File: config.mk
export PLATFORM = sky130hd
export DESIGN_NAME = wcf_out_stage
export DESIGN_NICKNAME = d
export VERILOG_FILES = /design/src/rtl/core/wcf_pkg.sv /design/src/rtl/core/wcf_out_stage.sv
export SDC_FILE = /design/constraint.sdc
export NUM_CORES = 1
export LEC_CHECK = 0
export BUFFER_PORTS_ARGS = -buffer_cell sky130_fd_sc_hd__buf_2
export CORE_AREA = 2 2 39 41
export CTS_BUF_LIST = sky130_fd_sc_hd__clkbuf_8
export CTS_CLUSTER_DIAMETER = 150
export DETAILED_ROUTE_END_ITERATION = 16
export DIE_AREA = 0 0 41 43
export GPL_ROUTABILITY_DRIVEN = 0
export PLACE_DENSITY = 0.52
export SLEW_MARGIN = 20
export SYNTH_ARGS = -nofsm -noshare
export SYNTH_HDL_FRONTEND = slang
export SYNTH_SLANG_ARGS = --single-unit
File: constraint.sdc
create_clock -name clk -period 0.8 [get_ports clk]
set_input_delay 0.12 -clock clk [delete_from_list [all_inputs] [get_ports clk]]
set_output_delay 0.12 -clock clk [all_outputs]
set_load 0.01 [all_outputs]
File: src/rtl/core/wcf_pkg.sv
// wcf_pkg: shared types, character codes and request codes of the word censor filter
// no dependencies; imported by the filter sequencer and its output stage

package wcf_pkg;

  // request codes carried by in_req_type
  localparam logic [1:0] REQ_CHAR = 2'd0;
  localparam logic [1:0] REQ_LEN  = 2'd1;
  localparam logic [1:0] REQ_TEXT = 2'd2;

  // character codes
  localparam logic [7:0] CH_NUL     = 8'h00;
  localparam logic [7:0] CH_LF      = 8'h0A;
  localparam logic [7:0] CH_CR      = 8'h0D;
  localparam logic [7:0] CH_SPACE   = 8'h20;
  localparam logic [7:0] CH_STAR    = 8'h2A;
  localparam logic [7:0] CH_LT      = 8'h3C;
  localparam logic [7:0] CH_UPPER_A = 8'h41;
  localparam logic [7:0] CH_UPPER_Z = 8'h5A;
  localparam logic [7:0] CASE_SHIFT = 8'h20;

  // a censored word goes out as this many asterisks
  localparam int STAR_COUNT = 5;

  // one result word and its end-of-item mark
  typedef struct packed {
    logic [7:0] data;
    logic       last;
  } out_word_t;

  function automatic logic [7:0] to_lower(input logic [7:0] c);
    logic is_upper;
    is_upper = (c >= CH_UPPER_A) && (c <= CH_UPPER_Z);
    return is_upper ? (c + CASE_SHIFT) : c;
  endfunction

endpackage

File: src/rtl/core/wcf_out_stage.sv
// wcf_out_stage: result register between the sequencer and the receiver
// depends on wcf_pkg for out_word_t

module wcf_out_stage
  import wcf_pkg::*;
(
  input  logic      clk,
  input  logic      rst_n,
  input  logic      load,
  input  out_word_t word,
  output logic      free,
  output logic      out_valid,
  input  logic      out_stall,
  output logic [7:0] out_byte,
  output logic      out_last
);

  logic      valid_r, valid_nxt;
  out_word_t word_r;

  // slot can take a word if empty or being drained this cycle
  assign free = !valid_r || !out_stall;

  always_comb begin
    valid_nxt = valid_r;
    if (load) begin
      valid_nxt = 1'b1;
    end else if (!out_stall) begin
      valid_nxt = 1'b0;
    end
  end

  always_ff @(posedge clk) begin
    if (!rst_n) begin
      valid_r <= 1'b0;
    end else begin
      valid_r <= valid_nxt;
    end
  end

  always_ff @(posedge clk) begin
    if (load) begin
      word_r <= word;
    end
  end

  assign out_valid = valid_r;
  assign out_byte  = word_r.data;
  assign out_last  = word_r.last;

endmodule

==> tab_implementation.tex <==
\begin{tabular}{lr}
\hline
Metric & Value \\
\hline
\multicolumn{2}{l}{\textbf{Finish}} \\
\quad Fill count & around 140 \\
\quad Fraction of final layout cells with drive strength greater than 1 & 70.0\% \\
\quad Post-layout instance area & 497 um2 \\
\quad Final std cells w/o fill & 56 \\
\quad Synth-to-Final Area Change & 62.7\% \\
\quad Final Net Count & 54 \\
\quad Number of diodes added for antenna fixing & 0 \\
\multicolumn{2}{l}{\textbf{Hold path}} \\
\quad Depth of the worst hold-timing path & 1 \\
\quad Min-Delay Path Class & input pin to register \\
\quad End point of the worst hold path & out\_last \\
\quad Launch instance of the worst min-delay path & word[0] \\
\multicolumn{2}{l}{\textbf{Clock network}} \\
\quad Max Buffers Root-to-Sink & 2 \\
\quad CTS Hold Buffers Added & 0 \\
\quad CTS clk-pin slew, worst paths & 0.05 ns \\
\quad Clock buffers created by TritonCTS & 3 \\
\quad Clock latency reported for the late side of the worst-skew pair & 0.23 ns \\
\quad Clk Tree Root Cell & clkbuf\_8 \\
\quad Number of levels the H-tree was split into & 1 \\
\quad Clock tree from TritonCTS & built \\
\quad Setup bufs post-CTS & 0 \\
\quad CTS sink cnt & 10 \\
\multicolumn{2}{l}{\textbf{Power and ir drop}} \\
\quad Total power draw & 0.00134 W \\
\quad Clk network pwr share & 45.8\% \\
\quad Flop pwr share & 46.5\% \\
\quad Share of power burned in combinational logic & 7.6\% \\
\quad Sw Share & 18.3\% \\
\quad Static Leakage & 0.221 nW \\
\quad Internal power & 0.00110 W \\
\quad P per Cell Area & roughly 2700 nW/um2 \\
\quad P\_sw & between 0.0002 and 0.00025 W \\
\quad Max IR drop VDD & about 0.74 mV \\
\multicolumn{2}{l}{\textbf{Timing}} \\
\quad Worst slew margin relative to its limit & 86.0\% \\
\quad Final Setup Violations & 11 \\
\quad Slew at the pin with the worst max-slew slack & 0.211 ns \\
\quad Post-route setup slack & -0.0527 ns \\
\quad Count of endpoints failing hold in the final timing report & 0 \\
\quad Tcrit/Tclk final & 107\% \\
\quad Final hold slack & 0.0625 ns \\
\quad Setup repair after global routing missed its margin & true \\
\quad Fmax & 1170 MHz \\
\quad Max Clock Skew & 0 ns \\
\quad Minimum clock period after layout & between 0.8 and 0.9 ns \\
\quad Max Slew Vio Count & 0 \\
\multicolumn{2}{l}{\textbf{Status}} \\
\quad Status & finished, violations left \\
\quad Violations in the final reports & setup timing \\
\multicolumn{2}{l}{\textbf{Global route}} \\
\quad Wire length of the first global-routing pass & 752 um \\
\quad Maximum number of pins on one net before global-route repair & 11 \\
\quad Initial antenna violation count & 0 \\
\quad Via count of the first global-routing pass & 189 \\
\quad GRT Resource Usage Total & 7.14\% \\
\quad Total congestion overflow after global routing & 0 \\
\multicolumn{2}{l}{\textbf{Critical path}} \\
\quad Largest stage delay on the critical path & 0.33 ns \\
\quad Series of cell instances along the critical path & nand2\_1 > buf\_2 \\
\quad Max Fanout on Critical Path & 3 \\
\quad Minimum setup slack among reg-to-reg paths & 0.21 ns \\
\quad Data required time at the worst endpoint & just under 0.7 ns \\
\quad Worst Path Arrival & 0.73 ns \\
\quad Critical path class & register to output pin \\
\quad Kind of cell adding the most delay to the critical path & flip-flops \\
\quad Worst path bufs/invs & 1 \\
\quad Highest-delay cell along the critical path & dfxtp\_2 \\
\quad Register-to-Register Path Depth & 2 \\
\quad Terminus of the critical flop-to-flop path & out\_valid \\
\quad Startpoint type of the worst setup path & register \\
\quad Crit path capture type & output pin \\
\quad Startpoint of the most critical register-to-register path & out\_valid \\
\multicolumn{2}{l}{\textbf{Synth}} \\
\quad Area leader, netlist & edfxtp\_1 \\
\quad Synth Register Bits & 10 \\
\quad Synth Net Count & 26 \\
\quad Per-instance average area after synthesis & 23.5 um2 \\
\quad Proportion of netlist area held by the largest area contributor & 88.5\% \\
\quad Portion of the post-synthesis area used by sequential elements & 95.1\% \\
\quad Instance count of the mapped netlist & 13 \\
\quad Synthesized cell area & 305 um2 \\
\quad Top cells by area, synth & edfxtp\_1 89\%, dfxtp\_1 6.6\%, nor2b\_1 2.0\% \\
\quad Number of warning messages in the yosys log & 0 \\
\quad Synth unique cells & 5 \\
\multicolumn{2}{l}{\textbf{Placement}} \\
\quad Number of placed instances, taps included & 52 \\
\quad Number of port buffers & 23 \\
\quad Cell area after placement & between 400 and 500 um2 \\
\multicolumn{2}{l}{\textbf{Floorplan}} \\
\quad Boundary Pins & 24 \\
\quad Num rows & 14 \\
\quad Overall die width & 41 um \\
\quad DIE AREA & 1760 um2 \\
\quad Total core area & 1380 um2 \\
\quad Die extent in y & 43 um \\
\quad Initial cell density of the core & 22.1\% \\
\multicolumn{2}{l}{\textbf{Routing}} \\
\quad Number of optimization iterations in the first detailed-route pass & 1 \\
\quad Iter 0 DRT Violations & 0 \\
\quad Routed via count & 208 \\
\quad Antenna Violating Nets Remaining & 0 \\
\quad Detail-routed net length per standard cell & about 9.5 um \\
\quad Detailed-route vias per instance & 3.71 \\
\quad DRC violation count after routing & 0 \\
\quad Total routed wirelength & 531 um \\
\multicolumn{2}{l}{\textbf{Run}} \\
\quad Max-cap check violation count & 0 \\
\hline
\end{tabular}
[final cells by class]
cell class	instances	area, um2	area share (%)
repair buffers	23	115	23.2
clock buffers	4	55.1	11.1
flip-flops and latches	10	292	58.7
well taps	16	20.0	4.03
multi-input cells	3	15.0	3.02
[cells in the mapped netlist]
cell type / number
edfxtp_1: 9
dfxtp_1: 1
nand2_1: 1
nor2b_1: 1
a21oi_1: 1
[power by group through the flow]
stage	registers, W	logic, W	clock network [W]
floorplan	0.000659	0.00000575	0
global placement	0.000634	0.000103	0
detailed placement	0.000634	0.000105	0
CTS	0.000625	0.000105	0.000630
global route	0.000627	0.000113	0.000662
finish	0.000625	0.000103	0.000616
[layout by cell type, fill, tap and decap left out]
cell type,instances
buf_2,23
dfxtp_2,1
a21oi_1,1
clkbuf_8,4
nand2_1,1
nor2b_1,1
edfxtp_1,9
[worst max-delay path by stage]
stage               from     endpoint  depth (start not counted)
2_1_floorplan  out_valid    out_valid                          2
3_3_place_gp        load  out_byte[7]                          1
3_5_place_dp        load     out_last                          1
4_1_cts        out_valid         free                          2
5_1_grt        out_valid         free                          2
6_report       out_valid         free                          2
[per-stage QoR]
step	setup slack [ns]	utilization, %	TNS (ns)
floorplan	0.191	-	0
finish	-0.0527	35.9	-0.409
CTS	-0.0607	35.9	-0.518
detailed placement	0.142	31.8	0
global route	-0.0957	35.9	-0.741
global placement	0.146	31.8	0
[layer usage]
metal  share of wire [%]  track usage [%]
met3                  13             3.14
met4                   0             8.00
met5                   0                0
met1                  36             7.12
met2                  51             9.69
[registers in the layout, indices dropped and copies added, names as in the netlist]
name,flops
out_last,1
out_valid,1
out_byte,8
[what timing repair did]
item,4_1_cts,5_1_grt
hold endpoints to repair,0,0
gates resized for setup,1,0
setup endpoints to repair,11,11
[cells by family after synthesis]
family / share of synthesized area (%)
AO/OA/AOI/OAI: 1.64
flip-flops: 95.1
AND/OR/NAND/NOR: 3.28
Note: power is estimated with default switching activity, not from simulation.
