`src/rtl/core/wcf_ram.sv`:
```
// wcf_ram: generic simple dual-port ram, one write and one registered read per cycle
// no dependencies; used for the dictionary, the entry lengths and the word buffer

module wcf_ram #(
  parameter int WIDTH = 8,
  parameter int DEPTH = 32,
  localparam int AW = (DEPTH > 1) ? $clog2(DEPTH) : 1
) (
  input  logic             clk,
  input  logic             we,
  input  logic [AW-1:0]    waddr,
  input  logic [WIDTH-1:0] wdata,
  input  logic             re,
  input  logic [AW-1:0]    raddr,
  output logic [WIDTH-1:0] rdata
);

  logic [WIDTH-1:0] mem [DEPTH];
  logic [WIDTH-1:0] rdata_r;

  always_ff @(posedge clk) begin
    if (we) begin
      mem[waddr] <= wdata;
    end
    if (re) begin
      rdata_r <= mem[raddr];
    end
  end

  assign rdata = rdata_r;

endmodule

```
`config.mk`:
```
export PLATFORM = sky130hd
export DESIGN_NAME = wcf_ram
export DESIGN_NICKNAME = d
export VERILOG_FILES = /design/src/rtl/core/wcf_ram.sv
export SDC_FILE = /design/constraint.sdc
export NUM_CORES = 1
export LEC_CHECK = 0
export ABC_AREA = 1
export BUFFER_PORTS_ARGS = -buffer_cell sky130_fd_sc_hd__buf_4
export CAP_MARGIN = 30
export CORE_MARGIN = 4
export CORE_UTILIZATION = 40
export DETAILED_ROUTE_END_ITERATION = 7
export RECOVER_POWER = 100
export SLEW_MARGIN = 40
export SYNTH_ARGS = -nofsm -noshare
export SYNTH_HDL_FRONTEND = slang
export SYNTH_SLANG_ARGS = --single-unit
```
`constraint.sdc`:
```
create_clock -name clk -period 1.92 [get_ports clk]
set_clock_uncertainty 0.15 [all_clocks]
set_input_delay 0.192 -clock clk [delete_from_list [all_inputs] [get_ports clk]]
set_output_delay 0.192 -clock clk [all_outputs]
set_load 0.005 [all_outputs]
```
==> results of run 1 <==
-- logic make-up after synthesis --
logic type,Yosys count
buffers and inverters,62
flip-flops,264
AND/OR/NAND/NOR,596
-- placed cells by master, fill, tap and decap left out --
master                            n
sky130_fd_sc_hd__buf_12          10
sky130_fd_sc_hd__buf_4           15
sky130_fd_sc_hd__bufinv_16        3
sky130_fd_sc_hd__clkbuf_1        20
sky130_fd_sc_hd__clkbuf_16       27
sky130_fd_sc_hd__clkbuf_2        29
sky130_fd_sc_hd__clkbuf_4         7
sky130_fd_sc_hd__clkinv_1         7
sky130_fd_sc_hd__clkinv_2         9
sky130_fd_sc_hd__clkinvlp_4       1
sky130_fd_sc_hd__dlygate4sd3_1   12
sky130_fd_sc_hd__edfxtp_1       264
sky130_fd_sc_hd__inv_1            8
sky130_fd_sc_hd__inv_2            1
sky130_fd_sc_hd__inv_4            1
sky130_fd_sc_hd__nand2_1        360
sky130_fd_sc_hd__nand3_1        204
sky130_fd_sc_hd__nor2_1          31
sky130_fd_sc_hd__nor2_2           1
-- area by class of cell --
class | instances | area (µm²) | area share (%)
sequential | 264 | 7928 | 63.73
multi-input combinational | 596 | 2495 | 20.06
timing repair buffer | 91 | 698.2 | 5.613
clock buffer | 29 | 683.2 | 5.492
tap | 341 | 426.7 | 3.430
clock inverter | 20 | 168.9 | 1.358
inverter | 10 | 40.04 | 0.3219
-- report_power, final --
part	internal, W	switching (W)
combinational	0.000244	0.000551
sequential	0.00643	0.0000274
clock	0.00296	0.00214
-- through the flow --
| stage | power (W) | utilization [%] | hold WS, ps | cells | worst slack, ps |
|---|---|---|---|---|---|
| final | 0.01236 | 46.28 | 50.49 | 1351 | 94.94 |
| after CTS | 0.01247 | 46.80 | 40.77 | 1351 | 108.5 |
| after global routing | 0.01279 | 46.28 | 74.25 | 1351 | 31.50 |
| after detailed placement | 0.007380 | 43.18 | 365.7 | 1290 | 190.8 |
| after floorplan | 0.007033 | - | 140.9 | 922 | 544.0 |
| after global placement | 0.007373 | 43.18 | 367.1 | 1290 | 204.2 |
-- flip-flops by register name, indices dropped and copies added (netlist names) --
| register | cells |
|---|---|
| rdata | 8 |
| mem | 256 |
-- Yosys cell counts --
library cell and count:
sky130_fd_sc_hd__nand2_1 360, sky130_fd_sc_hd__edfxtp_1 264, sky130_fd_sc_hd__nand3_1 204, sky130_fd_sc_hd__nor2_1 32
sky130_fd_sc_hd__buf_6 24, sky130_fd_sc_hd__buf_2 15, sky130_fd_sc_hd__inv_1 8, sky130_fd_sc_hd__clkbuf_1 7
sky130_fd_sc_hd__buf_4 4, sky130_fd_sc_hd__buf_1 2, sky130_fd_sc_hd__inv_2 2
-- per-layer routing --
layer | vias to the layer above | routed length, µm
met5 | - | 0
met4 | 0 | 344
met3 | 29 | 1686
met2 | 230 | 11800
met1 | 3323 | 12170
li1 | 3339 | -
-- final timing paths --
kind | start | to | slack, ps | depth (start not counted)
worst max-delay path | waddr[1] | mem[31][6] | 90 | 6
worst min-delay path | waddr[3] | mem[31][7] | 50 | 3
worst max register to register | mem[29][6] | rdata[6] | 510 | 8
worst min register to register | mem[10][3] | rdata[3] | 680 | 8
-- what timing repair did --
| action | 4_1_cts | 5_1_grt |
|---|---|---|
| hold endpoints to repair | 274 | 0 |
| gates resized for setup | 0 | 1 |
| endpoints found under the setup margin | 0 | 6 |
| hold buffers | 12 | 0 |
-- worst reg2reg max path, stage by stage (launching register included) --
cell and delay, ps:
sky130_fd_sc_hd__edfxtp_1 370, sky130_fd_sc_hd__nand2_1 80, sky130_fd_sc_hd__nand3_1 70, sky130_fd_sc_hd__nand3_1 110
sky130_fd_sc_hd__nand2_1 100, sky130_fd_sc_hd__nand2_1 90, sky130_fd_sc_hd__nand2_1 70, sky130_fd_sc_hd__nand2_1 90
sky130_fd_sc_hd__nand2_1 50
==> flow_metrics.py, run 1 <==
metrics = {
    "logic_synthesis": {
        "syn_nets": 943,
        "synth.cell_area_mm2": 0.01087,
        "yosys.area.top_type_share_pct": 72.95,
        "synth_compound_area_share_pct": 0,
        "mean_area_per_synthesized_cell_um2": 11.79,
        "synth-xor-area-share_pct": 0,
        "synthDominantAreaCellType": "sky130_fd_sc_hd__edfxtp_1",
        "post_synth_inst_count": 922,
        "synth.ff_latch_count": 264,
        "muxShareOfSynthArea_pct": 0,
        "yosys.cell_types.count": 11,
        "main_combinational_cell_family_by_area_after_synthesis": "simple AND/OR/NAND/NOR gates",
        "synth.yosys.warnings": 0,
        "yosys.area_share.simple_pct": 22.94,
        "sequential_to_total_area_share_from_yosys_stat_pct": 72.95,
        "ys_top_cells_by_area": "sky130_fd_sc_hd__edfxtp_1 (73%), sky130_fd_sc_hd__nand2_1 (12%), sky130_fd_sc_hd__nand3_1 (9.4%)",
        "synth_fa_ha_area_share_pct": 0,
    },
    "grt": {
        "grt_start_max_net_pins": 65,
        "grt_most_used_layer": "met1",
        "grt_antenna_before_repair": 0,
        "grt_util_met1_pct": 26.57,
        "grt_first_pass_wirelength_um": 40590,
        "grt_overflow": 0,
        "grt_util_met2_pct": 26.35,
        "global_route.usage.total_pct": 17.19,
        "first_global_vias": 6722,
        "grt.met3_usage_pct": 2.274,
    },
    "clock_tree": {
        "cts_tree": "done",
        "ctsLongestPathBuffers": 3,
        "cts_made_buffers": 27,
        "postCtsSetupBuffers": 0,
        "clock_latency_at_the_later_pin_of_the_worst_skew_pair_ps": 530,
        "numClockSinks": 264,
        "cts.reportedPaths.clkPinSlew_ps": 60,
        "clock_tree_root_buffer_cell": "sky130_fd_sc_hd__clkbuf_16",
        "cts_max_level": 1,
    },
    "sta": {
        "max_freq_ghz": 0.5479,
        "tightestPinTransition_ps": 815.8,
        "period_needed_ps": 1825,
        "rsz_0062_raised_after_global_routing": "false",
        "final.period_utilization_pct": 95.06,
        "finalSetupViolCount": 0,
        "slew-limit-headroom_pct": 45.62,
        "slew_viol_final": 0,
        "final_hold_viol_count": 0,
        "timing.setup.tns_ps": 0,
    },
    "finish": {
        "post_route_cells_drive_above_1_share_pct": 10.30,
        "area_growth_syn_to_layout_pct": 14.47,
        "count_of_filler_cells_inserted_in_the_layout": 2445,
        "fin_nets": 1011,
        "antenna_cells_inserted": 0,
        "layout.cell_area.non_filler_mm2": 0.01244,
    },
    "worst_setup_path": {
        "worst_ep_required_ps": 2000,
        "buffering_stage_count_on_the_worst_path_with_inverters_included": 4,
        "ordered_list_of_cells_on_the_worst_path": "dlygate4sd3_1 -> buf_4 -> nand3_1 -> dlygate4sd3_1 -> nor2_2 -> buf_4",
        "critical_path.max_fanout": 6,
        "startpoint_type": "input pin",
        "worst_setup_path_end_kind": "flop",
        "worstPathArrival_ps": 1910,
        "cell_family_with_the_largest_share_of_critical_path_delay": "buffers and inverters",
        "timing_worst_setup_path_type": "in -> reg",
        "critPathMaxStageDelay_ps": 610,
        "cpMaxStageDelayCell": "sky130_fd_sc_hd__dlygate4sd3_1",
    },
    "run_status": {
        "run_status": "complete, no violations",
    },
    "power": {
        "cellPowerDensity_mw_per_mm2": 993.3,
        "pleak_nw": 4.604,
        "vdd.ir_drop.worst_mv": 0.9342,
    },
    "route": {
        "vias_after_detailed_routing": 6921,
        "route.detailed.drc": 0,
        "final_antenna_net_count": 0,
        "post_drt_via_cell_ratio": 5.123,
        "dr.pass1.iters": 7,
        "wire_length_after_detailed_routing_um": 26000,
        "wl_per_cell_um": 19.25,
        "dr.first_iter.drc_count": 730,
    },
    "placement": {
        "portBuffers": 28,
        "placement.cell_area_mm2": 0.01160,
        "dp.final_hpwl_um": 14680,
        "finalWeightedCongestion": 0.7954,
    },
    "die": {
        "core_mm2": 0.02688,
        "die-height_um": 172.8,
        "floorplan.rows": 60,
        "num_io_pins": 29,
        "die_outline_area_mm2": 0.02987,
        "dieWidth_um": 172.8,
        "initial_utilization_pct": 40.43,
    },
    "job": {
        "max_cap_violations": 0,
    },
    "min_path": {
        "path_type_of_the_worst_min_delay_path": "in -> reg",
    },
}
Power figures use the tool's default switching activity.
==> run 2, diff against run 1 <==
--- a/config.mk
+++ b/config.mk
@@ -5,7 +5,7 @@
 export SDC_FILE = /design/constraint.sdc
 export NUM_CORES = 1
 export LEC_CHECK = 0
-export ABC_AREA = 1
+export ABC_AREA = 0
 export BUFFER_PORTS_ARGS = -buffer_cell sky130_fd_sc_hd__buf_4
 export CAP_MARGIN = 30
 export CORE_MARGIN = 4
==> run 2 against run 1 <==
Net effect:
- the run now ends with setup timing left
- first-iteration DRC count decreased by 32%
- setup slack lost 260 ps
- wire length fell by 17%
- worst hold slack improved by 77 ps
- clock-buffer cell count up 1
- via count decreased by 34%
- clock power shrank 8.8%
- flip-flop and latch count stayed put
- final area fell by 4.1%
- die area fell by 6.4%
- highest routed layer unchanged
- fmax shrank 12%
==> flow_metrics.py, run 2 <==
metrics = {
    "logic_synthesis": {
        "synth_most_common_cell": "sky130_fd_sc_hd__edfxtp_1",
        "sequential_to_total_area_share_from_yosys_stat_pct": 78.23,
        "synth_async_sr_flop_share_pct": 0,
        "dominantRegCellSynth": "sky130_fd_sc_hd__edfxtp_1",
        "ys_top_cells_by_area": "sky130_fd_sc_hd__edfxtp_1 (78%), sky130_fd_sc_hd__mux4_2 (18%), sky130_fd_sc_hd__nor2_1 (1.2%)",
        "mean_area_per_synthesized_cell_um2": 24.30,
        "synth.ff_latch_count": 264,
        "yosys.area.top_type_share_pct": 78.23,
        "post_synth_inst_count": 417,
        "yosys.cell_types.count": 14,
        "syn_nets": 438,
        "synth.yosys.warnings": 0,
        "synth.cell_area_mm2": 0.01013,
        "synthDominantAreaCellType": "sky130_fd_sc_hd__edfxtp_1",
        "synth_edf_count": 264,
        "post_synth_most_frequent_cells": "sky130_fd_sc_hd__edfxtp_1 (264), sky130_fd_sc_hd__mux4_2 (80), sky130_fd_sc_hd__nor2_1 (33)",
    },
    "power": {
        "seq_power_share_pct": 54.8,
        "report.power.total_w": 0.01181,
        "p_comb_share_pct": 5.9,
        "p_switching_w": 0.002377,
        "internal-power_w": 0.009431,
        "power_switching_share_pct": 20.13,
        "cellPowerDensity_mw_per_mm2": 989.7,
        "share_clk_of_total_power_pct": 39.4,
        "pleak_nw": 3.722,
        "vdd.ir_drop.worst_mv": 0.5816,
    },
    "die": {
        "dieWidth_um": 167.2,
        "die-height_um": 167.2,
        "die_outline_area_mm2": 0.02794,
        "initial_utilization_pct": 41.18,
        "floorplan.rows": 57,
        "core_mm2": 0.02460,
        "num_io_pins": 29,
    },
    "grt": {
        "grt_antenna_before_repair": 0,
        "global_route.usage.total_pct": 15.70,
        "grt_first_pass_wirelength_um": 32690,
        "first_global_vias": 4850,
        "grt_start_max_net_pins": 33,
        "grt_overflow": 0,
    },
    "worst_setup_path": {
        "timing_worst_setup_path_type": "reg -> reg",
        "worst_setup_path_end_kind": "flop",
        "critical_path.max_fanout": 1,
        "worstPathArrival_ps": 2210,
        "startpoint_type": "flop",
        "worst_ep_required_ps": 2040,
    },
    "route": {
        "post_drt_via_cell_ratio": 5.329,
        "dr.pass1.iters": 5,
        "vias_after_detailed_routing": 4572,
        "dr.first_iter.drc_count": 498,
        "final_antenna_net_count": 0,
        "wire_length_after_detailed_routing_um": 21670,
        "wl_per_cell_um": 25.26,
        "route.detailed.drc": 0,
    },
    "finish": {
        "layout.cell_area.non_filler_mm2": 0.01193,
        "commonest_cells_after_routing_fill_and_taps_aside": "sky130_fd_sc_hd__edfxtp_1 (264), sky130_fd_sc_hd__mux4_2 (80), sky130_fd_sc_hd__clkbuf_1 (44), sky130_fd_sc_hd__nor2_1 (33), sky130_fd_sc_hd__clkbuf_16 (25)",
        "largest_register": "mem",
        "area_growth_syn_to_layout_pct": 17.73,
        "antenna_cells_inserted": 0,
        "fin_nets": 536,
        "largest_reg_flops": 256,
        "final_core_util_pct": 48.49,
        "post_route_cells_drive_above_1_share_pct": 31.09,
        "layout_commonest_cell": "sky130_fd_sc_hd__edfxtp_1",
    },
    "min_path": {
        "path_type_of_the_worst_min_delay_path": "in -> reg",
    },
    "placement": {
        "finalWeightedCongestion": 0.7926,
        "placement.cell_area_mm2": 0.01120,
        "portBuffers": 28,
        "dp.final_hpwl_um": 14120,
    },
    "clock_tree": {
        "cts_made_buffers": 25,
        "ctsLongestPathBuffers": 3,
        "cts.reportedPaths.clkPinSlew_ps": 70,
        "clock_tree_root_buffer_cell": "sky130_fd_sc_hd__clkbuf_16",
        "clock_latency_at_the_later_pin_of_the_worst_skew_pair_ps": 530,
        "cts_tree": "done",
        "numClockSinks": 264,
        "cts_max_level": 1,
    },
    "sta": {
        "slew-limit-headroom_pct": 52.68,
        "timing.setup.tns_ps": -1134,
        "final.period_utilization_pct": 108.5,
        "slew_viol_final": 0,
        "finalSetupViolCount": 8,
        "max_freq_ghz": 0.4799,
        "final_hold_viol_count": 0,
        "timing.final.ws_setup_ps": -163.6,
        "period_needed_ps": 2084,
        "tightestPinTransition_ps": 709.8,
        "rsz_0062_raised_after_global_routing": "true",
    },
    "job": {
        "max_cap_violations": 0,
    },
    "run_status": {
        "run_status": "finished, violations left",
        "violations": "setup timing",
    },
}
-- run 2: cell count changes after synthesis, sizes merged --
| cell | delta |
|---|---|
| mux4 | +80 |
| nand2 | -359 |
| nand3b | +5 |
| nand3 | -202 |
| inv | -10 |
| buf | -31 |
| clkbuf | -1 |
| mux2 | +8 |
| or3 | +1 |
| or3b | +3 |
| nor2 | +1 |
-- run 2: kinds of logic after synthesis --
family / Yosys count / share of synthesized area (%)
flops: 264 / 78.23
mux: 88 / 18.67
buf+inv: 20 / 1.049
simple gates: 45 / 2.050
-- run 2: power groups by stage --
| stage | registers, W | logic (W) | clock network, W |
|---|---|---|---|
| floorplan | 0.00657 | 0.000369 | 0 |
| finish | 0.00646 | 0.000691 | 0.00465 |
| CTS | 0.00646 | 0.000728 | 0.00474 |
| global route | 0.00647 | 0.000742 | 0.00498 |
| detailed placement | 0.00659 | 0.000700 | 0 |
| global placement | 0.00658 | 0.000683 | 0 |
-- run 2: worst paths after layout --
| path | start | to | slack [ps] | depth (start not counted) |
|---|---|---|---|---|
| max reg2reg | mem[5][6] | rdata[6] | -160 | 3 |
| min | raddr[1] | rdata[5] | 130 | 3 |
| max | mem[5][6] | rdata[6] | -160 | 3 |
| min reg2reg | mem[21][1] | rdata[1] | 830 | 3 |
-- run 2: worst max-delay path, stage by stage, from the launching register on --
cell,delay (ps)
sky130_fd_sc_hd__edfxtp_1,370
sky130_fd_sc_hd__mux4_2,530
sky130_fd_sc_hd__mux4_2,500
sky130_fd_sc_hd__mux2_2,280
-- run 2: what timing repair did --
action,in CTS,in global routing
gates cloned,0,0
hold buffers,10,0
endpoints found under the setup margin,8,8
hold endpoints to repair,268,0
setup buffers,0,0
resized for setup,5,1
-- run 2: layer usage --
| metal | vias to the layer above | routed length, µm | part of all wire [%] | global-route usage, % |
|---|---|---|---|---|
| met3 | 23 | 1477 | 6.8 | 2.287 |
| met4 | 0 | 302 | 1.4 | 3.423 |
| met1 | 2443 | 9393 | 43 | 23.37 |
| met5 | - | 0 | 0 | 0 |
| li1 | 1981 | - | - | - |
| met2 | 125 | 10500 | 48 | 25.10 |
-- run 2: cell type report --
class / count / area [µm²]
well taps: 324 / 405.4
fillers: 2026 / 12670
repair buffers: 91 / 704.4
multi-input cells: 133 / 2122
flip-flops and latches: 264 / 7928
clock inverters: 16 / 126.4
clock buffers: 30 / 644.4
-- run 2: through the flow --
step | cells | setup WS [ps] | hold WS [ps]
finish | 858 | -163.6 | 127.9
global placement | 802 | -521.4 | 371.9
detailed placement | 802 | -516.8 | 371.3
CTS | 858 | -182.5 | 117.3
floorplan | 417 | -158.4 | 140.9
global route | 858 | -218.4 | 135.9
==> run 3, diff against run 2 <==
--- a/config.mk
+++ b/config.mk
@@ -10,6 +10,7 @@
 export CAP_MARGIN = 30
 export CORE_MARGIN = 4
 export CORE_UTILIZATION = 40
+export CTS_BUF_LIST = sky130_fd_sc_hd__clkbuf_8
 export DETAILED_ROUTE_END_ITERATION = 7
 export RECOVER_POWER = 100
 export SLEW_MARGIN = 40
==> run 3 against run 2 <==
Net effect:
- the flow still finishes with violations (setup timing)
- wire length increased by 1.2%
- flip-flop and latch count unchanged
- first-iteration DRC count increased by 5.4%
- combinational power increased by 0.9%
- via count increased by 2.1%
==> flow_metrics.py, run 3 (synthesized netlist as in run 2, its figures left out) <==
metrics = {
    "run_status": {
        "run_status": "finished, violations left",
        "violations": "setup timing",
    },
    "placement": {
        "placed_cells": 802,
        "dp.final_hpwl_um": 14120,
        "finalWeightedCongestion": 0.7926,
        "portBuffers": 28,
    },
    "worst_setup_path": {
        "ordered_list_of_cells_on_the_worst_path": "mux4_2 -> mux4_2 -> mux2_4",
        "worst_ep_required_ps": 2050,
        "crit_path_frequent_cell": "sky130_fd_sc_hd__mux4_2",
        "critical_path.max_fanout": 1,
        "timing.rr.start": "mem[30][2]",
        "crit-reg2reg-capture": "rdata[2]",
        "worst_setup_path_end_kind": "flop",
        "cpMaxStageDelayCell": "sky130_fd_sc_hd__mux4_2",
        "reg2reg_depth": 3,
        "buffering_stage_count_on_the_worst_path_with_inverters_included": 0,
        "startpoint_type": "flop",
        "critPathMaxStageDelay_ps": 540,
        "setup.reg_to_reg.worst_slack_ps": -170,
        "timing_worst_setup_path_type": "reg -> reg",
        "worstPathArrival_ps": 2220,
        "cell_family_with_the_largest_share_of_critical_path_delay": "multiplexers",
    },
    "min_path": {
        "timing.hold.worst_path_depth": 3,
        "hold_path_startpoint": "raddr[1]",
        "path_type_of_the_worst_min_delay_path": "in -> reg",
        "hold-path-endpoint": "rdata[5]",
    },
    "die": {
        "num_io_pins": 29,
        "core_mm2": 0.02460,
        "floorplan.rows": 57,
        "die-height_um": 167.2,
        "die_outline_area_mm2": 0.02794,
        "initial_utilization_pct": 41.18,
        "dieWidth_um": 167.2,
    },
    "power": {
        "vdd.ir_drop.worst_mv": 0.3606,
        "p_switching_w": 0.002428,
        "share_clk_of_total_power_pct": 36.9,
        "power_switching_share_pct": 21.38,
        "seq_power_share_pct": 57.0,
        "p_comb_share_pct": 6.1,
        "internal-power_w": 0.008928,
        "pleak_nw": 3.773,
        "cellPowerDensity_mw_per_mm2": 954.2,
        "report.power.total_w": 0.01136,
    },
    "finish": {
        "commonest_cells_after_routing_fill_and_taps_aside": "sky130_fd_sc_hd__edfxtp_1 (264), sky130_fd_sc_hd__mux4_2 (80), sky130_fd_sc_hd__clkbuf_8 (45), sky130_fd_sc_hd__clkbuf_1 (39), sky130_fd_sc_hd__nor2_1 (33)",
        "ff_latch_area_mm2": 0.007928,
        "largest_reg_flops": 256,
        "layout_commonest_cell": "sky130_fd_sc_hd__edfxtp_1",
        "finish.cell_count_without_fillers": 886,
        "multiInputGateArea_mm2": 0.002130,
        "count_of_filler_cells_inserted_in_the_layout": 2040,
        "fin_nets": 553,
        "area_growth_syn_to_layout_pct": 17.45,
        "largest_register": "mem",
        "post_route_cells_drive_above_1_share_pct": 32.21,
        "antenna_cells_inserted": 0,
    },
    "clock_tree": {
        "cts_made_buffers": 42,
        "cts_tree": "done",
        "clock_tree_root_buffer_cell": "sky130_fd_sc_hd__clkbuf_8",
        "cts_max_level": 2,
        "clock_latency_at_the_later_pin_of_the_worst_skew_pair_ps": 530,
        "ctsLongestPathBuffers": 3,
        "numClockSinks": 264,
        "cts.reportedPaths.clkPinSlew_ps": 60,
    },
    "route": {
        "wire_length_after_detailed_routing_um": 21930,
        "dr.first_iter.drc_count": 525,
        "post_drt_via_cell_ratio": 5.267,
        "wl_per_cell_um": 24.75,
        "dr.pass1.iters": 4,
        "route.detailed.drc": 0,
        "vias_after_detailed_routing": 4667,
        "final_antenna_net_count": 0,
    },
    "grt": {
        "first_global_vias": 5009,
        "global_route.usage.total_pct": 15.97,
        "grt_antenna_before_repair": 0,
        "grt_start_max_net_pins": 33,
        "grt_overflow": 0,
        "grt_first_pass_wirelength_um": 33090,
    },
    "sta": {
        "slew_viol_final": 0,
        "rsz_0062_raised_after_global_routing": "true",
        "finalSetupViolCount": 8,
        "max_freq_ghz": 0.4774,
        "tightestPinTransition_ps": 719.8,
        "slew-limit-headroom_pct": 52.01,
        "final_hold_viol_count": 0,
        "timing.final.ws_setup_ps": -174.8,
        "period_needed_ps": 2095,
        "final.period_utilization_pct": 109.1,
    },
    "job": {
        "max_cap_violations": 0,
    },
}
## run 3: cell types whose count changed in the layout (fill, tap and decap cells not counted), sizes merged
| cell | before | now |
|---|---|---|
| clkbuf | 81 | 96 |
| inv | 1 | 12 |
| clkinv | 12 | 16 |
| bufinv | 2 | 0 |
## run 3: layer usage
metal	vias to the layer above	routed length, µm	global-route usage [%]
li1	2018	-	-
met1	2484	9633	23.62
met2	139	10550	24.85
met3	26	1391	2.617
met4	0	352	4.799
met5	-	0	0
## run 3: power groups by stage
stage | sequential (W) | combinational (W) | clock, W
finish | 0.00647 | 0.000697 | 0.00419
detailed placement | 0.00659 | 0.000700 | 0
CTS | 0.00646 | 0.000734 | 0.00432
global placement | 0.00658 | 0.000683 | 0
floorplan | 0.00657 | 0.000369 | 0
global route | 0.00647 | 0.000744 | 0.00459
## run 3: worst register-to-register path, stage by stage, from the launching register on
cell,delay [ps]
sky130_fd_sc_hd__edfxtp_1,360
sky130_fd_sc_hd__mux4_2,530
sky130_fd_sc_hd__mux4_2,540
sky130_fd_sc_hd__mux2_4,280
## run 3: final cells by class
class	count	share of cell area, %
Clock inverter	29	0.9672
Multi-Input combinational cell	133	17.89
Tap cell	324	3.406
Timing Repair Buffer	91	5.919
Clock buffer	45	5.204
Sequential cell	264	66.61
## run 3: timing repair
action                                  4_1_cts  5_1_grt
resized for setup                             8        0
setup buffers                                 0        0
endpoints found under the setup margin        8        8
hold buffers                                 10        0
hold endpoints to repair                    272        0
## run 3: per-stage QoR
| stage | TNS, ps | hold slack [ps] | cell area (µm²) | setup slack [ps] | utilization [%] |
|---|---|---|---|---|---|
| 3_3_place_gp | -3738 | 371.9 | 11200 | -521.4 | 45.53 |
| 6_report | -1185 | 124.0 | 11900 | -174.8 | 48.37 |
| 5_1_grt | -1492 | 116.5 | 11900 | -206.6 | 48.37 |
| 3_5_place_dp | -3852 | 371.3 | 11200 | -516.8 | 45.53 |
| 2_1_floorplan | -1267 | 140.9 | 10240 | -158.4 | - |
| 4_1_cts | -1268 | 100.2 | 12070 | -176.6 | 49.05 |
## run 3: how the worst max path moves through the flow
stage | from | end | slack [ps] | depth (start not counted)
after global routing | mem[31][2] | rdata[2] | -210 | 3
after detailed placement | raddr[0] | rdata[3] | -520 | 6
after CTS | mem[31][3] | rdata[3] | -180 | 3
final | mem[30][2] | rdata[2] | -170 | 3
after floorplan | raddr[0] | rdata[0] | -160 | 5
after global placement | raddr[0] | rdata[3] | -520 | 6
